==> src/sv/adc_dmf_pkg.sv <==
// Shared types, constants and phase tables for the demodulator filter.
// No dependencies.
package adc_dmf_pkg;

    localparam int SAMPLE_W          = 16;
    localparam int COEF_W            = 16;
    localparam int CH_W              = 2;
    localparam int DAC_W             = 8;
    localparam int ROM_AW            = 4;
    localparam int MEM_W             = 2 * SAMPLE_W;
    localparam int PROD_W            = 2 * SAMPLE_W;
    localparam int Q15_SHIFT         = 15;
    localparam int CFG_IDX_W         = 2;
    localparam int IN_TDATA_W        = 16;
    localparam int OUT_TDATA_W       = 80;
    localparam int PHASE_COUNT_DEF   = 12;
    localparam int NUM_CHANNELS_DEF  = 4;
    localparam int NUM_EXCITED       = 2;

    localparam logic [COEF_W-1:0] Q15_ONE       = 16'd32768;
    localparam logic [COEF_W-1:0] ALPHA_EXC_RST = 16'd32361;
    localparam logic [COEF_W-1:0] ALPHA_POT_RST = 16'd30783;

    typedef enum logic [CFG_IDX_W-1:0] {
        CFG_ALPHA_EXCITED = 2'd0,
        CFG_ALPHA_POT     = 2'd1
    } cfg_idx_t;

    typedef struct packed {
        logic             en;
        logic [CH_W-1:0]  addr;
        logic [MEM_W-1:0] data;
    } mem_wr_t;

    function automatic logic [CH_W-1:0] chan_lookup(input logic [ROM_AW-1:0] ph);
        logic [CH_W-1:0] c;
        unique case (ph)
            4'd0:    c = 2'd0;
            4'd1:    c = 2'd2;
            4'd2:    c = 2'd3;
            4'd3:    c = 2'd0;
            4'd4:    c = 2'd2;
            4'd5:    c = 2'd3;
            4'd6:    c = 2'd1;
            4'd7:    c = 2'd2;
            4'd8:    c = 2'd3;
            4'd9:    c = 2'd1;
            4'd10:   c = 2'd2;
            4'd11:   c = 2'd3;
            4'd12:   c = 2'd0;
            4'd13:   c = 2'd2;
            4'd14:   c = 2'd3;
            default: c = 2'd1;
        endcase
        return c;
    endfunction

    function automatic logic [DAC_W-1:0] dac_lookup(input logic [ROM_AW-1:0] ph);
        logic [DAC_W-1:0] d;
        unique case (ph)
            4'd0, 4'd6, 4'd12:                d = 8'd154;
            4'd1, 4'd5, 4'd7, 4'd11, 4'd13:   d = 8'd103;
            4'd2, 4'd4, 4'd8, 4'd10, 4'd14:   d = 8'd51;
            default:                          d = 8'd0;
        endcase
        return d;
    endfunction

endpackage

==> src/sv/multiplexed_adc_demod_iir_filter.sv <==
// Multiplexed converter demodulator with per-channel Q15 single-pole filters.
// Uses adc_dmf_pkg, adc_dmf_mem, adc_dmf_arith.
//
// One sample word in, one result word out. Throughput is one word per clock
// while no stall or channel wait holds. From input accept to result valid a
// word passes the memory read stage, the product stage, then sum, write back
// and output load. The channel state memory is read and written once per
// word. A word whose channel is still in the read stage, or in a stalled
// product stage, waits. This only happens when the phase table revisits a
// channel within two words. The output register lets the next word be
// accepted while a result waits. Reset clears all filter state at once.
module multiplexed_adc_demod_iir_filter
    import adc_dmf_pkg::*;
#(
    parameter int PHASE_COUNT  = PHASE_COUNT_DEF,
    parameter int NUM_CHANNELS = NUM_CHANNELS_DEF
)
(
    input  logic                   clk,
    input  logic                   rst_n,
    input  logic                   s_tvalid,
    output logic                   s_tready,
    input  logic [IN_TDATA_W-1:0]  s_tdata,   // [15:0] raw_sample
    output logic                   m_tvalid,
    input  logic                   m_tready,
    // [1:0] updated_channel, [17:2] filtered_ch0, [33:18] filtered_ch1,
    // [49:34] filtered_ch2, [65:50] filtered_ch3, [67:66] next_channel,
    // [75:68] dac_code, [79:76] zero
    output logic [OUT_TDATA_W-1:0] m_tdata,
    input  logic                   cfg_valid,
    output logic                   cfg_ready,
    input  logic [CFG_IDX_W-1:0]   cfg_index,
    input  logic [COEF_W-1:0]      cfg_data
);

    localparam int PH_W = $clog2(PHASE_COUNT);

    // config
    logic [COEF_W-1:0] alpha_exc_reg;
    logic [COEF_W-1:0] alpha_pot_reg;

    // phase
    logic [PH_W-1:0] phase_reg;
    logic [PH_W:0]   phase_inc;
    logic [PH_W-1:0] phase_next;
    logic [CH_W-1:0] cur_ch;
    logic            cur_exc;
    logic [COEF_W-1:0] a_sel;
    logic [COEF_W-1:0] a_clamp;

    // stage 1: memory read
    logic                s1_valid_reg;
    logic [CH_W-1:0]     s1_ch_reg;
    logic                s1_exc_reg;
    logic                s1_upd_reg;
    logic [SAMPLE_W-1:0] s1_x_reg;
    logic [COEF_W-1:0]   s1_a_reg;
    logic [COEF_W-1:0]   s1_b_reg;
    logic [CH_W-1:0]     s1_nch_reg;
    logic [DAC_W-1:0]    s1_dac_reg;

    // stage 2: products
    logic                s2_valid_reg;
    logic [CH_W-1:0]     s2_ch_reg;
    logic                s2_upd_reg;
    logic [SAMPLE_W-1:0] s2_prev_reg;
    logic [CH_W-1:0]     s2_nch_reg;
    logic [DAC_W-1:0]    s2_dac_reg;

    // stage 3: output word
    logic                o_valid_reg;
    logic [CH_W-1:0]     o_upd_ch_reg;
    logic [SAMPLE_W-1:0] o_filt_reg [0:3];
    logic [CH_W-1:0]     o_nch_reg;
    logic [DAC_W-1:0]    o_dac_reg;

    logic                accept;
    logic                hazard;
    logic                s1_go;
    logic                s1_free;
    logic                s2_go;
    logic                s2_free;
    logic                o_free;

    logic [MEM_W-1:0]    rd_data;
    logic [SAMPLE_W-1:0] prev_val;
    logic [SAMPLE_W-1:0] filt_val;
    logic [SAMPLE_W-1:0] diff;
    logic [SAMPLE_W-1:0] xin;
    logic [SAMPLE_W-1:0] res;
    mem_wr_t             wr;

    assign cfg_ready = 1'b1;

    always_ff @(posedge clk or negedge rst_n)
    begin
        if (!rst_n)
        begin
            alpha_exc_reg <= ALPHA_EXC_RST;
            alpha_pot_reg <= ALPHA_POT_RST;
        end
        else if (cfg_valid)
        begin
            unique case (cfg_index)
                CFG_ALPHA_EXCITED: alpha_exc_reg <= cfg_data;
                CFG_ALPHA_POT:     alpha_pot_reg <= cfg_data;
                default:           ;
            endcase
        end
    end

    // phase and operand selection
    always_comb
    begin
        phase_inc  = {1'b0, phase_reg} + 1'b1;
        phase_next = (phase_inc >= (PH_W+1)'(PHASE_COUNT)) ? '0 : phase_inc[PH_W-1:0];
        cur_ch     = chan_lookup(ROM_AW'(phase_reg));
        cur_exc    = (32'(cur_ch) < NUM_EXCITED);
        a_sel      = cur_exc ? alpha_exc_reg : alpha_pot_reg;
        a_clamp    = (a_sel > Q15_ONE) ? Q15_ONE : a_sel;
    end

    // flow control
    assign o_free   = !o_valid_reg || m_tready;
    assign s2_go    = s2_valid_reg && o_free;
    assign s2_free  = !s2_valid_reg || s2_go;
    assign s1_go    = s1_valid_reg && s2_free;
    assign s1_free  = !s1_valid_reg || s1_go;
    assign hazard   = (s1_valid_reg && (s1_ch_reg == cur_ch)) ||
                      (s2_valid_reg && !s2_go && (s2_ch_reg == cur_ch));
    assign s_tready = s1_free && !hazard;
    assign accept   = s_tvalid && s_tready;

    always_ff @(posedge clk or negedge rst_n)
    begin
        if (!rst_n)
        begin
            phase_reg    <= '0;
            s1_valid_reg <= 1'b0;
            s2_valid_reg <= 1'b0;
            o_valid_reg  <= 1'b0;
        end
        else
        begin
            if (accept)
            begin
                phase_reg <= phase_next;
            end
            if (accept)
            begin
                s1_valid_reg <= 1'b1;
            end
            else if (s1_go)
            begin
                s1_valid_reg <= 1'b0;
            end
            if (s1_go)
            begin
                s2_valid_reg <= 1'b1;
            end
            else if (s2_go)
            begin
                s2_valid_reg <= 1'b0;
            end
            if (s2_go)
            begin
                o_valid_reg <= 1'b1;
            end
            else if (m_tready)
            begin
                o_valid_reg <= 1'b0;
            end
        end
    end

    always_ff @(posedge clk)
    begin
        if (accept)
        begin
            s1_ch_reg  <= cur_ch;
            s1_exc_reg <= cur_exc;
            s1_upd_reg <= (32'(cur_ch) < NUM_CHANNELS);
            s1_x_reg   <= s_tdata[SAMPLE_W-1:0];
            s1_a_reg   <= a_clamp;
            s1_b_reg   <= Q15_ONE - a_clamp;
            s1_nch_reg <= chan_lookup(ROM_AW'(phase_next));
            s1_dac_reg <= dac_lookup(ROM_AW'(phase_next));
        end
    end

    adc_dmf_mem #(
        .DEPTH (NUM_CHANNELS)
    ) u_mem (
        .clk     (clk),
        .rst_n   (rst_n),
        .rd_en   (accept),
        .rd_addr (cur_ch),
        .rd_data (rd_data),
        .wr      (wr)
    );

    always_comb
    begin
        prev_val = rd_data[MEM_W-1:SAMPLE_W];
        filt_val = rd_data[SAMPLE_W-1:0];
        diff     = (s1_x_reg > prev_val) ? (s1_x_reg - prev_val) : (prev_val - s1_x_reg);
        xin      = s1_exc_reg ? diff : s1_x_reg;
    end

    adc_dmf_arith u_arith (
        .clk (clk),
        .en  (s1_go),
        .y   (filt_val),
        .xin (xin),
        .a   (s1_a_reg),
        .b   (s1_b_reg),
        .res (res)
    );

    always_ff @(posedge clk)
    begin
        if (s1_go)
        begin
            s2_ch_reg   <= s1_ch_reg;
            s2_upd_reg  <= s1_upd_reg;
            s2_prev_reg <= s1_exc_reg ? s1_x_reg : prev_val;
            s2_nch_reg  <= s1_nch_reg;
            s2_dac_reg  <= s1_dac_reg;
        end
    end

    always_comb
    begin
        wr.en   = s2_go && s2_upd_reg;
        wr.addr = s2_ch_reg;
        wr.data = {s2_prev_reg, res};
    end

    // output word; filtered fields mirror the store and reset to zero
    always_ff @(posedge clk or negedge rst_n)
    begin
        if (!rst_n)
        begin
            o_filt_reg[0] <= '0;
            o_filt_reg[1] <= '0;
            o_filt_reg[2] <= '0;
            o_filt_reg[3] <= '0;
        end
        else if (s2_go && s2_upd_reg)
        begin
            o_filt_reg[s2_ch_reg] <= res;
        end
    end

    always_ff @(posedge clk)
    begin
        if (s2_go)
        begin
            o_upd_ch_reg <= s2_ch_reg;
            o_nch_reg    <= s2_nch_reg;
            o_dac_reg    <= s2_dac_reg;
        end
    end

    assign m_tvalid = o_valid_reg;
    assign m_tdata  = {4'b0000, o_dac_reg, o_nch_reg,
                       o_filt_reg[3], o_filt_reg[2], o_filt_reg[1], o_filt_reg[0],
                       o_upd_ch_reg};

endmodule

==> src/sv/adc_dmf_mem.sv <==
// Channel state memory: {previous sample, filtered value} per channel.
// Registered read with write-through; uses adc_dmf_pkg.
module adc_dmf_mem
    import adc_dmf_pkg::*;
#(
    parameter int DEPTH = NUM_CHANNELS_DEF
)
(
    input  logic             clk,
    input  logic             rst_n,
    input  logic             rd_en,
    input  logic [CH_W-1:0]  rd_addr,
    output logic [MEM_W-1:0] rd_data,
    input  mem_wr_t          wr
);

    localparam int AW = (DEPTH > 1) ? $clog2(DEPTH) : 1;

    logic [MEM_W-1:0] mem [0:DEPTH-1];
    logic [DEPTH-1:0] valid_reg;
    logic [MEM_W-1:0] rd_data_reg;
    logic             wr_hit;
    logic             wr_in_range;
    logic             rd_in_range;

    assign wr_in_range = (32'(wr.addr) < DEPTH);
    assign rd_in_range = (32'(rd_addr) < DEPTH);
    assign wr_hit      = wr.en && wr_in_range && (wr.addr == rd_addr);
    assign rd_data     = rd_data_reg;

    // entries read as zero until first written
    always_ff @(posedge clk or negedge rst_n)
    begin
        if (!rst_n)
        begin
            valid_reg <= '0;
        end
        else if (wr.en && wr_in_range)
        begin
            valid_reg[wr.addr[AW-1:0]] <= 1'b1;
        end
    end

    always_ff @(posedge clk)
    begin
        if (wr.en && wr_in_range)
        begin
            mem[wr.addr[AW-1:0]] <= wr.data;
        end
    end

    always_ff @(posedge clk)
    begin
        if (rd_en)
        begin
            if (wr_hit)
            begin
                rd_data_reg <= wr.data;
            end
            else if (rd_in_range && valid_reg[rd_addr[AW-1:0]])
            begin
                rd_data_reg <= mem[rd_addr[AW-1:0]];
            end
            else
            begin
                rd_data_reg <= '0;
            end
        end
    end

endmodule

==> src/sv/adc_dmf_arith.sv <==
// Q15 single-pole filter arithmetic: registered products, then sum and shift.
// Uses adc_dmf_pkg.
module adc_dmf_arith
    import adc_dmf_pkg::*;
(
    input  logic                clk,
    input  logic                en,
    input  logic [SAMPLE_W-1:0] y,
    input  logic [SAMPLE_W-1:0] xin,
    input  logic [COEF_W-1:0]   a,
    input  logic [COEF_W-1:0]   b,
    output logic [SAMPLE_W-1:0] res
);

    logic [PROD_W-1:0] pa_reg;
    logic [PROD_W-1:0] pb_reg;
    logic [PROD_W-1:0] pa_next;
    logic [PROD_W-1:0] pb_next;
    logic [PROD_W:0]   sum;

    always_comb
    begin
        pa_next = y * a;
        pb_next = xin * b;
    end

    always_ff @(posedge clk)
    begin
        if (en)
        begin
            pa_reg <= pa_next;
            pb_reg <= pb_next;
        end
    end

    assign sum = {1'b0, pa_reg} + {1'b0, pb_reg};
    assign res = sum[Q15_SHIFT +: SAMPLE_W];

endmodule

==> config.mk <==
export PLATFORM = sky130hd
export DESIGN_NAME = multiplexed_adc_demod_iir_filter
export DESIGN_NICKNAME = d
export VERILOG_FILES = /design/src/sv/adc_dmf_pkg.sv /design/src/sv/multiplexed_adc_demod_iir_filter.sv /design/src/sv/adc_dmf_mem.sv /design/src/sv/adc_dmf_arith.sv
export SDC_FILE = /design/constraint.sdc
export NUM_CORES = 2
export LEC_CHECK = 0
export BUFFER_PORTS_ARGS = -buffer_cell sky130_fd_sc_hd__buf_2
export CAP_MARGIN = 20
export CORE_MARGIN = 3
export CORE_UTILIZATION = 43
export DETAILED_ROUTE_END_ITERATION = 10
export SLEW_MARGIN = 15
export SYNTH_ARGS = -nofsm -noshare
export SYNTH_HDL_FRONTEND = slang
export SYNTH_HIERARCHICAL = 1
export SYNTH_SLANG_ARGS = --single-unit
==> constraint.sdc <==
create_clock -name clk -period 16.7 [get_ports clk]
set_input_delay 4.175 -clock clk [delete_from_list [all_inputs] [get_ports clk]]
set_output_delay 4.175 -clock clk [all_outputs]
set_load 0.03 [all_outputs]
Word level (Yosys, flattened, before mapping)
Memories as Yosys holds them, arrays and structs flattened. A register that Yosys moved wholly into a read port is not among the register bits.
Index checks and enable logic that the tools add are counted.
{ "op_classes": {"n_addsub": 5, "mul": 2, "n_lt_le_gt_ge": 9, "n_eq_ne": 3, "n_mux": 23, "bitwise": 2, "n_reduce_logical": 25} }
{ "op_table": {"columns": ["operator", "n"], "rows": [
  ["16-bit 2-to-1 mux", 6],
  ["64-bit bitwise mux", 1],
  ["32-bit 2-to-1 mux", 2],
  ["16-bit by 16-bit multiplier with 31-bit output", 2],
  ["16-bit demux with 2-bit select", 1],
  ["16-bit subtractor", 2],
  ["31-bit adder", 1],
  ["16-bit > comparator", 1],
  ["16-bit > comparator (second input constant)", 1],
  ["16-bit subtractor (first input constant)", 1],
  ["1-bit logical AND", 10],
  ["1-bit 2-to-1 mux", 10],
  ["2-bit by 3-bit < comparator with 1-bit output (second input constant)", 2],
  ["2-bit nonzero test", 3],
  ["4-bit by 1-bit adder with 5-bit output (second input constant)", 1],
  ["5-bit by 4-bit >= comparator with 1-bit output (second input constant)", 1],
  ["1-bit logical NOT", 5],
  ["2-bit == test", 2],
  ["1-bit logical OR", 4],
  ["4-bit 2-to-1 mux", 1],
  ["4-bit bitwise OR", 1],
  ["2-bit AND reduction", 2],
  ["3-bit >= comparator (second input constant)", 1],
  ["3-bit by 1-bit < comparator with 1-bit output (second input constant)", 1],
  ["other kinds (7)", 7]
]} }
{ "totals": {"register_bits": 292, "ram_bits": 128, "romBits": 192, "input_bits": 39, "output_inout_bits": 83, "word_cells": 99, "memories": 4} }
{ "memory_table": {"columns": ["name", "words", "width", "read_ports", "rd_clocked_by_memory_dff", "write_ports", "line", "source"], "rows": [
  ["(name not given)", 16, 8, 1, 1, 0, "adc_dmf_pkg.sv:60", "unique case (ph)"],
  ["u_mem.mem", 4, 32, 1, 0, 1, "adc_dmf_mem.sv:19", "logic [MEM_W-1:0] mem [0:DEPTH-1];"],
  ["(name not given)", 16, 2, 1, 1, 0, "adc_dmf_pkg.sv:37", "unique case (ph)"],
  ["(name not given)", 16, 2, 1, 0, 0, "adc_dmf_pkg.sv:37", null]
]} }

Longest topological paths before layout
{ "depth": {"depth_word": 11, "depth_mapped": 36, "ltp_nobuf": 33} }

Modules after synthesis
Netlist, hierarchy kept.
{ "by_module_without_submodules": {"columns": ["module", "instances", "cells_each", "area_per_inst_um2", "seq_area_each_um2"], "rows": [
  ["adc_dmf_arith", 1, 2102, 19429.9, 1861.8],
  ["multiplexed_adc_demod_iir_filter", 1, 800, 9639.2, 5245.0],
  ["adc_dmf_mem", 1, 259, 6190.9, 4904.7]
]} }

Worst setup path before layout
No wires, ideal clock.
{ "synth_timing": {"kind": "input to output", "start": "input m_tready", "end": "output s_tready", "arrival_ps": 4869, "t_required_ps": 12525, "path_slack_ps": 7656, "cell_stages": 3, "n_path_buf": 0, "path_cell_list": "nand3b_1 nor3_1 o21ai_1"} }
{ "synth_between": {"elab_chain_cells": 8, "elab_cells_between_ends": 11, "cone_classes": "reduce/logical (11)"} }
{ "synth_lines": {"columns": ["element", "line", "source"], "rows": [
  ["start: declaration", "multiplexed_adc_demod_iir_filter.sv:25", "input logic m_tready,"],
  ["1-bit logical OR (*)", "multiplexed_adc_demod_iir_filter.sv:124", "assign o_free = !o_valid_reg || m_tready;"],
  ["1-bit logical AND (*)", "multiplexed_adc_demod_iir_filter.sv:125", "assign s2_go = s2_valid_reg && o_free;"],
  ["1-bit logical NOT", "multiplexed_adc_demod_iir_filter.sv:130", "(s2_valid_reg && !s2_go && (s2_ch_reg == cur_ch));"],
  ["1-bit logical AND (2 in a row)", "multiplexed_adc_demod_iir_filter.sv:130", null],
  ["1-bit logical OR", "multiplexed_adc_demod_iir_filter.sv:129", "assign hazard = (s1_valid_reg && (s1_ch_reg == cur_ch)) ||"],
  ["1-bit logical NOT", "multiplexed_adc_demod_iir_filter.sv:131", "assign s_tready = s1_free && !hazard;"],
  ["1-bit logical AND (*)", "multiplexed_adc_demod_iir_filter.sv:131", null],
  ["end: declaration", "multiplexed_adc_demod_iir_filter.sv:22", "output logic s_tready,"]
]} }
Mark *: on every way between the ends. The rest lies on a longest branch, timed or not.

Worst setup path in the final report
Same ends and word-level chain as after synthesis.

==> flow_metrics.env <==
export IMPL_rsz0062_at_grt="no"
export IMPL_dr_total_vias=22910
export IMPL_routed_via_density=5.263
export IMPL_gp_congestion=0.8408
export IMPL_ys_seq_elements=417
export IMPL_worst_slew_pin_slew_ns=1.109
export IMPL_arrival_ns=4.98
export IMPL_reg2reg_slack_ns=7.60
export IMPL_finClkSkew_ns=0.02985
export IMPL_tns_ns=0
export IMPL_rows=104
export IMPL_die_w_um=292.4
export IMPL_reg2reg_from="s1_x_reg[9]"
export IMPL_setup_violations_final=0
export IMPL_synth_edf_count=310
export IMPL_cts_clk_slew_worst_paths_ns=0.06
export IMPL_area_growth_pct=9.162
export IMPL_holdWs_ns=0.4193
export IMPL_cp_slowest_stage_delay_ns=0.21
export IMPL_fin_crit_sh_pct=54.82
export IMPL_finalHoldViolations=0
export IMPL_netlist_top_cells_area="edfxtp_1, fa_1, ha_1, dfrtp_1, inv_1"
export IMPL_synthFlopType="edfxtp_1"
export IMPL_grt_pass1_vias=23680
export IMPL_cts_sinks=417
export IMPL_io_pins=122
export IMPL_post_synth_top_count_cell="inv_1"
export IMPL_clock_latency_ns=0.59
export IMPL_clockBufferDepth=3
export IMPL_maxCapViolations=0
export IMPL_crit_cells=5
export IMPL_cts_resized=0
export IMPL_netlist_area_um2=35260
export IMPL_startpoint_type="input port"
export IMPL_cp_slowest_cell="nand3b_1"
export IMPL_die_area_um2=85470
export IMPL_portBuffers=116
export IMPL_endpoint="s_tready"
export IMPL_synth_top_area_share_pct=26.40
export IMPL_grt_usage_pct=19.81
export IMPL_drt_wirelength_per_cell_um=19.08
export IMPL_fin_nets=3952
export IMPL_critPathLaunch="m_tready"
export IMPL_wl_um=83060
export IMPL_worstPathRequired_ns=12.52
export IMPL_postCtsSetupBuffers=0
export IMPL_cts_root_buffer="clkbuf_16"
export IMPL_cts_buffers=45
export IMPL_fin_crit_ns=9.155
export IMPL_hp_class="flip-flop to flip-flop"
export IMPL_final_max_slew_viol_count=0
export IMPL_synth_warning_count=6
export IMPL_ys_seq_area_share_pct=34.07
export IMPL_hpwl_um=61410
export IMPL_netlist_top_cells_count="inv_1, fa_1, nand2_1, edfxtp_1, ha_1"
export IMPL_cp_cell_sequence="buf_2 -> nand3b_1 -> nor3_1 -> o21ai_1 -> buf_2"
export IMPL_async_flop_share_pct=25.66
export IMPL_drtIter0Drc=1457
export IMPL_slew_headroom_pct=25.84
export IMPL_yosys_area_top_type="edfxtp_1"
export IMPL_start_util_pct=43.56
export IMPL_max_freq_mhz=109.2
export IMPL_cp_buffers_inverters=2
export IMPL_netlist_instances=3161
export IMPL_grt_max_degree=73
export IMPL_drtAntennaViolNets=0
export IMPL_drt_first_pass_iters=5
export IMPL_status="finished clean"
export IMPL_worst_r2r_cell_count=30
export IMPL_crit_path_end_kind="output pin"
export IMPL_layout_drive_gt1_share_pct=12.95
export IMPL_synth_cell_types=90
export IMPL_ctsHoldBuffers=0
export IMPL_cp_max_fo=5
export IMPL_route_detailed_drc=0
export IMPL_cp_top_family="simple AND/OR/NAND/NOR gates"
export IMPL_largest_reg_flops=128
export IMPL_grt_ovfl_total=0
export IMPL_r2r_end="u_arith/pb_reg[29]"
export IMPL_fp_dieH_um=292.4
export IMPL_syn_area_per_cell_um2=11.15
export IMPL_grt_pass1_wl_um=133500
export IMPL_htreeDepth=2
export IMPL_crit_type="input port to output pin"
export IMPL_core_um2=80940
export IMPL_antenna_found_initial=6
export IMPL_cts_tree="done"
export IMPL_cp_common_cell="buf_2"
## routing by layer
layer	GRT usage, %	wire length [um]	vias up
met4	4.343	1790	4
li1	-	-	10530
met2	32.38	39100	533
met3	2.980	4192	103
met5	0	24	-
met1	28.19	37950	11740
## cells in the final DEF (no fill, tap or decap), types with 8 or more instances in the layout
cell type and n:
inv_1 525, a21oi_2 10, o21a_1 13, mux4_1 11, o21bai_1 16, clkbuf_16 45, nor3_1 27, and2_1 233
nand2_1 365, a21oi_1 99, or3_1 8, buf_4 53, nor2b_1 11, and3_1 12, nand4_1 8, xor2_1 35
mux2_2 101, nand3_1 24, mux4_2 22, mux2i_1 22, edfxtp_1 310, buf_2 115, fa_1 388, nand2b_1 10
a211oi_1 10, o21ai_1 10, clkbuf_1 17, nor2_1 64, xnor2_1 74, ha_1 271, o21ai_0 52, dfrtp_1 87
dfstp_2 20, a21o_1 43, a22o_1 31
## metrics by stage
| step | instances | setup slack [ns] | utilization (%) | instance area, um^2 |
|---|---|---|---|---|
| 3_5_place_dp | 4263 | 7.549 | 45.72 | 37010 |
| 5_1_grt | 4350 | 7.018 | 47.55 | 38480 |
| 6_report | 4353 | 7.545 | 47.56 | 38490 |
| 4_1_cts | 4346 | 7.545 | 47.50 | 38450 |
| 2_1_floorplan | 3164 | 7.656 | - | 35270 |
| 3_3_place_gp | 4260 | 7.544 | 45.69 | 36980 |
## worst min-delay path by stage
stage                              from             to  slack (ns)  cells after the start
after detailed placement  s1_nch_reg[0]  s2_nch_reg[0]        0.41                      0
after global placement    s2_dac_reg[5]   o_dac_reg[5]        0.40                      0
after floorplan           s2_dac_reg[1]   o_dac_reg[1]        0.40                      0
after CTS                 s1_nch_reg[0]  s2_nch_reg[0]        0.42                      0
after global routing      s2_dac_reg[5]   o_dac_reg[5]        0.43                      0
final                     s1_nch_reg[0]  s2_nch_reg[0]        0.42                      0
## worst register-to-register path: cells and delay by family (launching register included)
family,cells,cell delay [ns]
compound gates,7,1.89
fa+ha+maj,8,3.66
simple gates,5,1.48
mux,2,0.53
flops,1,0.40
buf+inv,6,0.60
xor+xnor,2,0.27
## layout make-up
cell class / instances / area [um^2]
diodes: 3 / 7.507
repair buffers: 169 / 988.4
inverters: 529 / 1988
clock inverters: 17 / 195.2
clock buffers: 66 / 1245
well taps: 1060 / 1326
fillers: 7443 / 42450
flip-flops and latches: 417 / 12010
multi-input cells: 2092 / 20730
## cell families after synthesis
| family | count (synthesis) | synth area share [%] |
|---|---|---|
| XOR/XNOR | 110 | 2.754 |
| other | 2 | 0.02130 |
| flip-flops | 417 | 34.07 |
| buffers and inverters | 655 | 7.328 |
| AND/OR/NAND/NOR | 804 | 11.15 |
| multiplexers | 157 | 6.118 |
| AO/OA/AOI/OAI | 357 | 6.916 |
| adder cells (fa/ha/maj) | 659 | 31.65 |
Power is left out: the tool's default activity adds up to more than one toggle a clock period on the data nets, which glitch-free logic cannot reach.
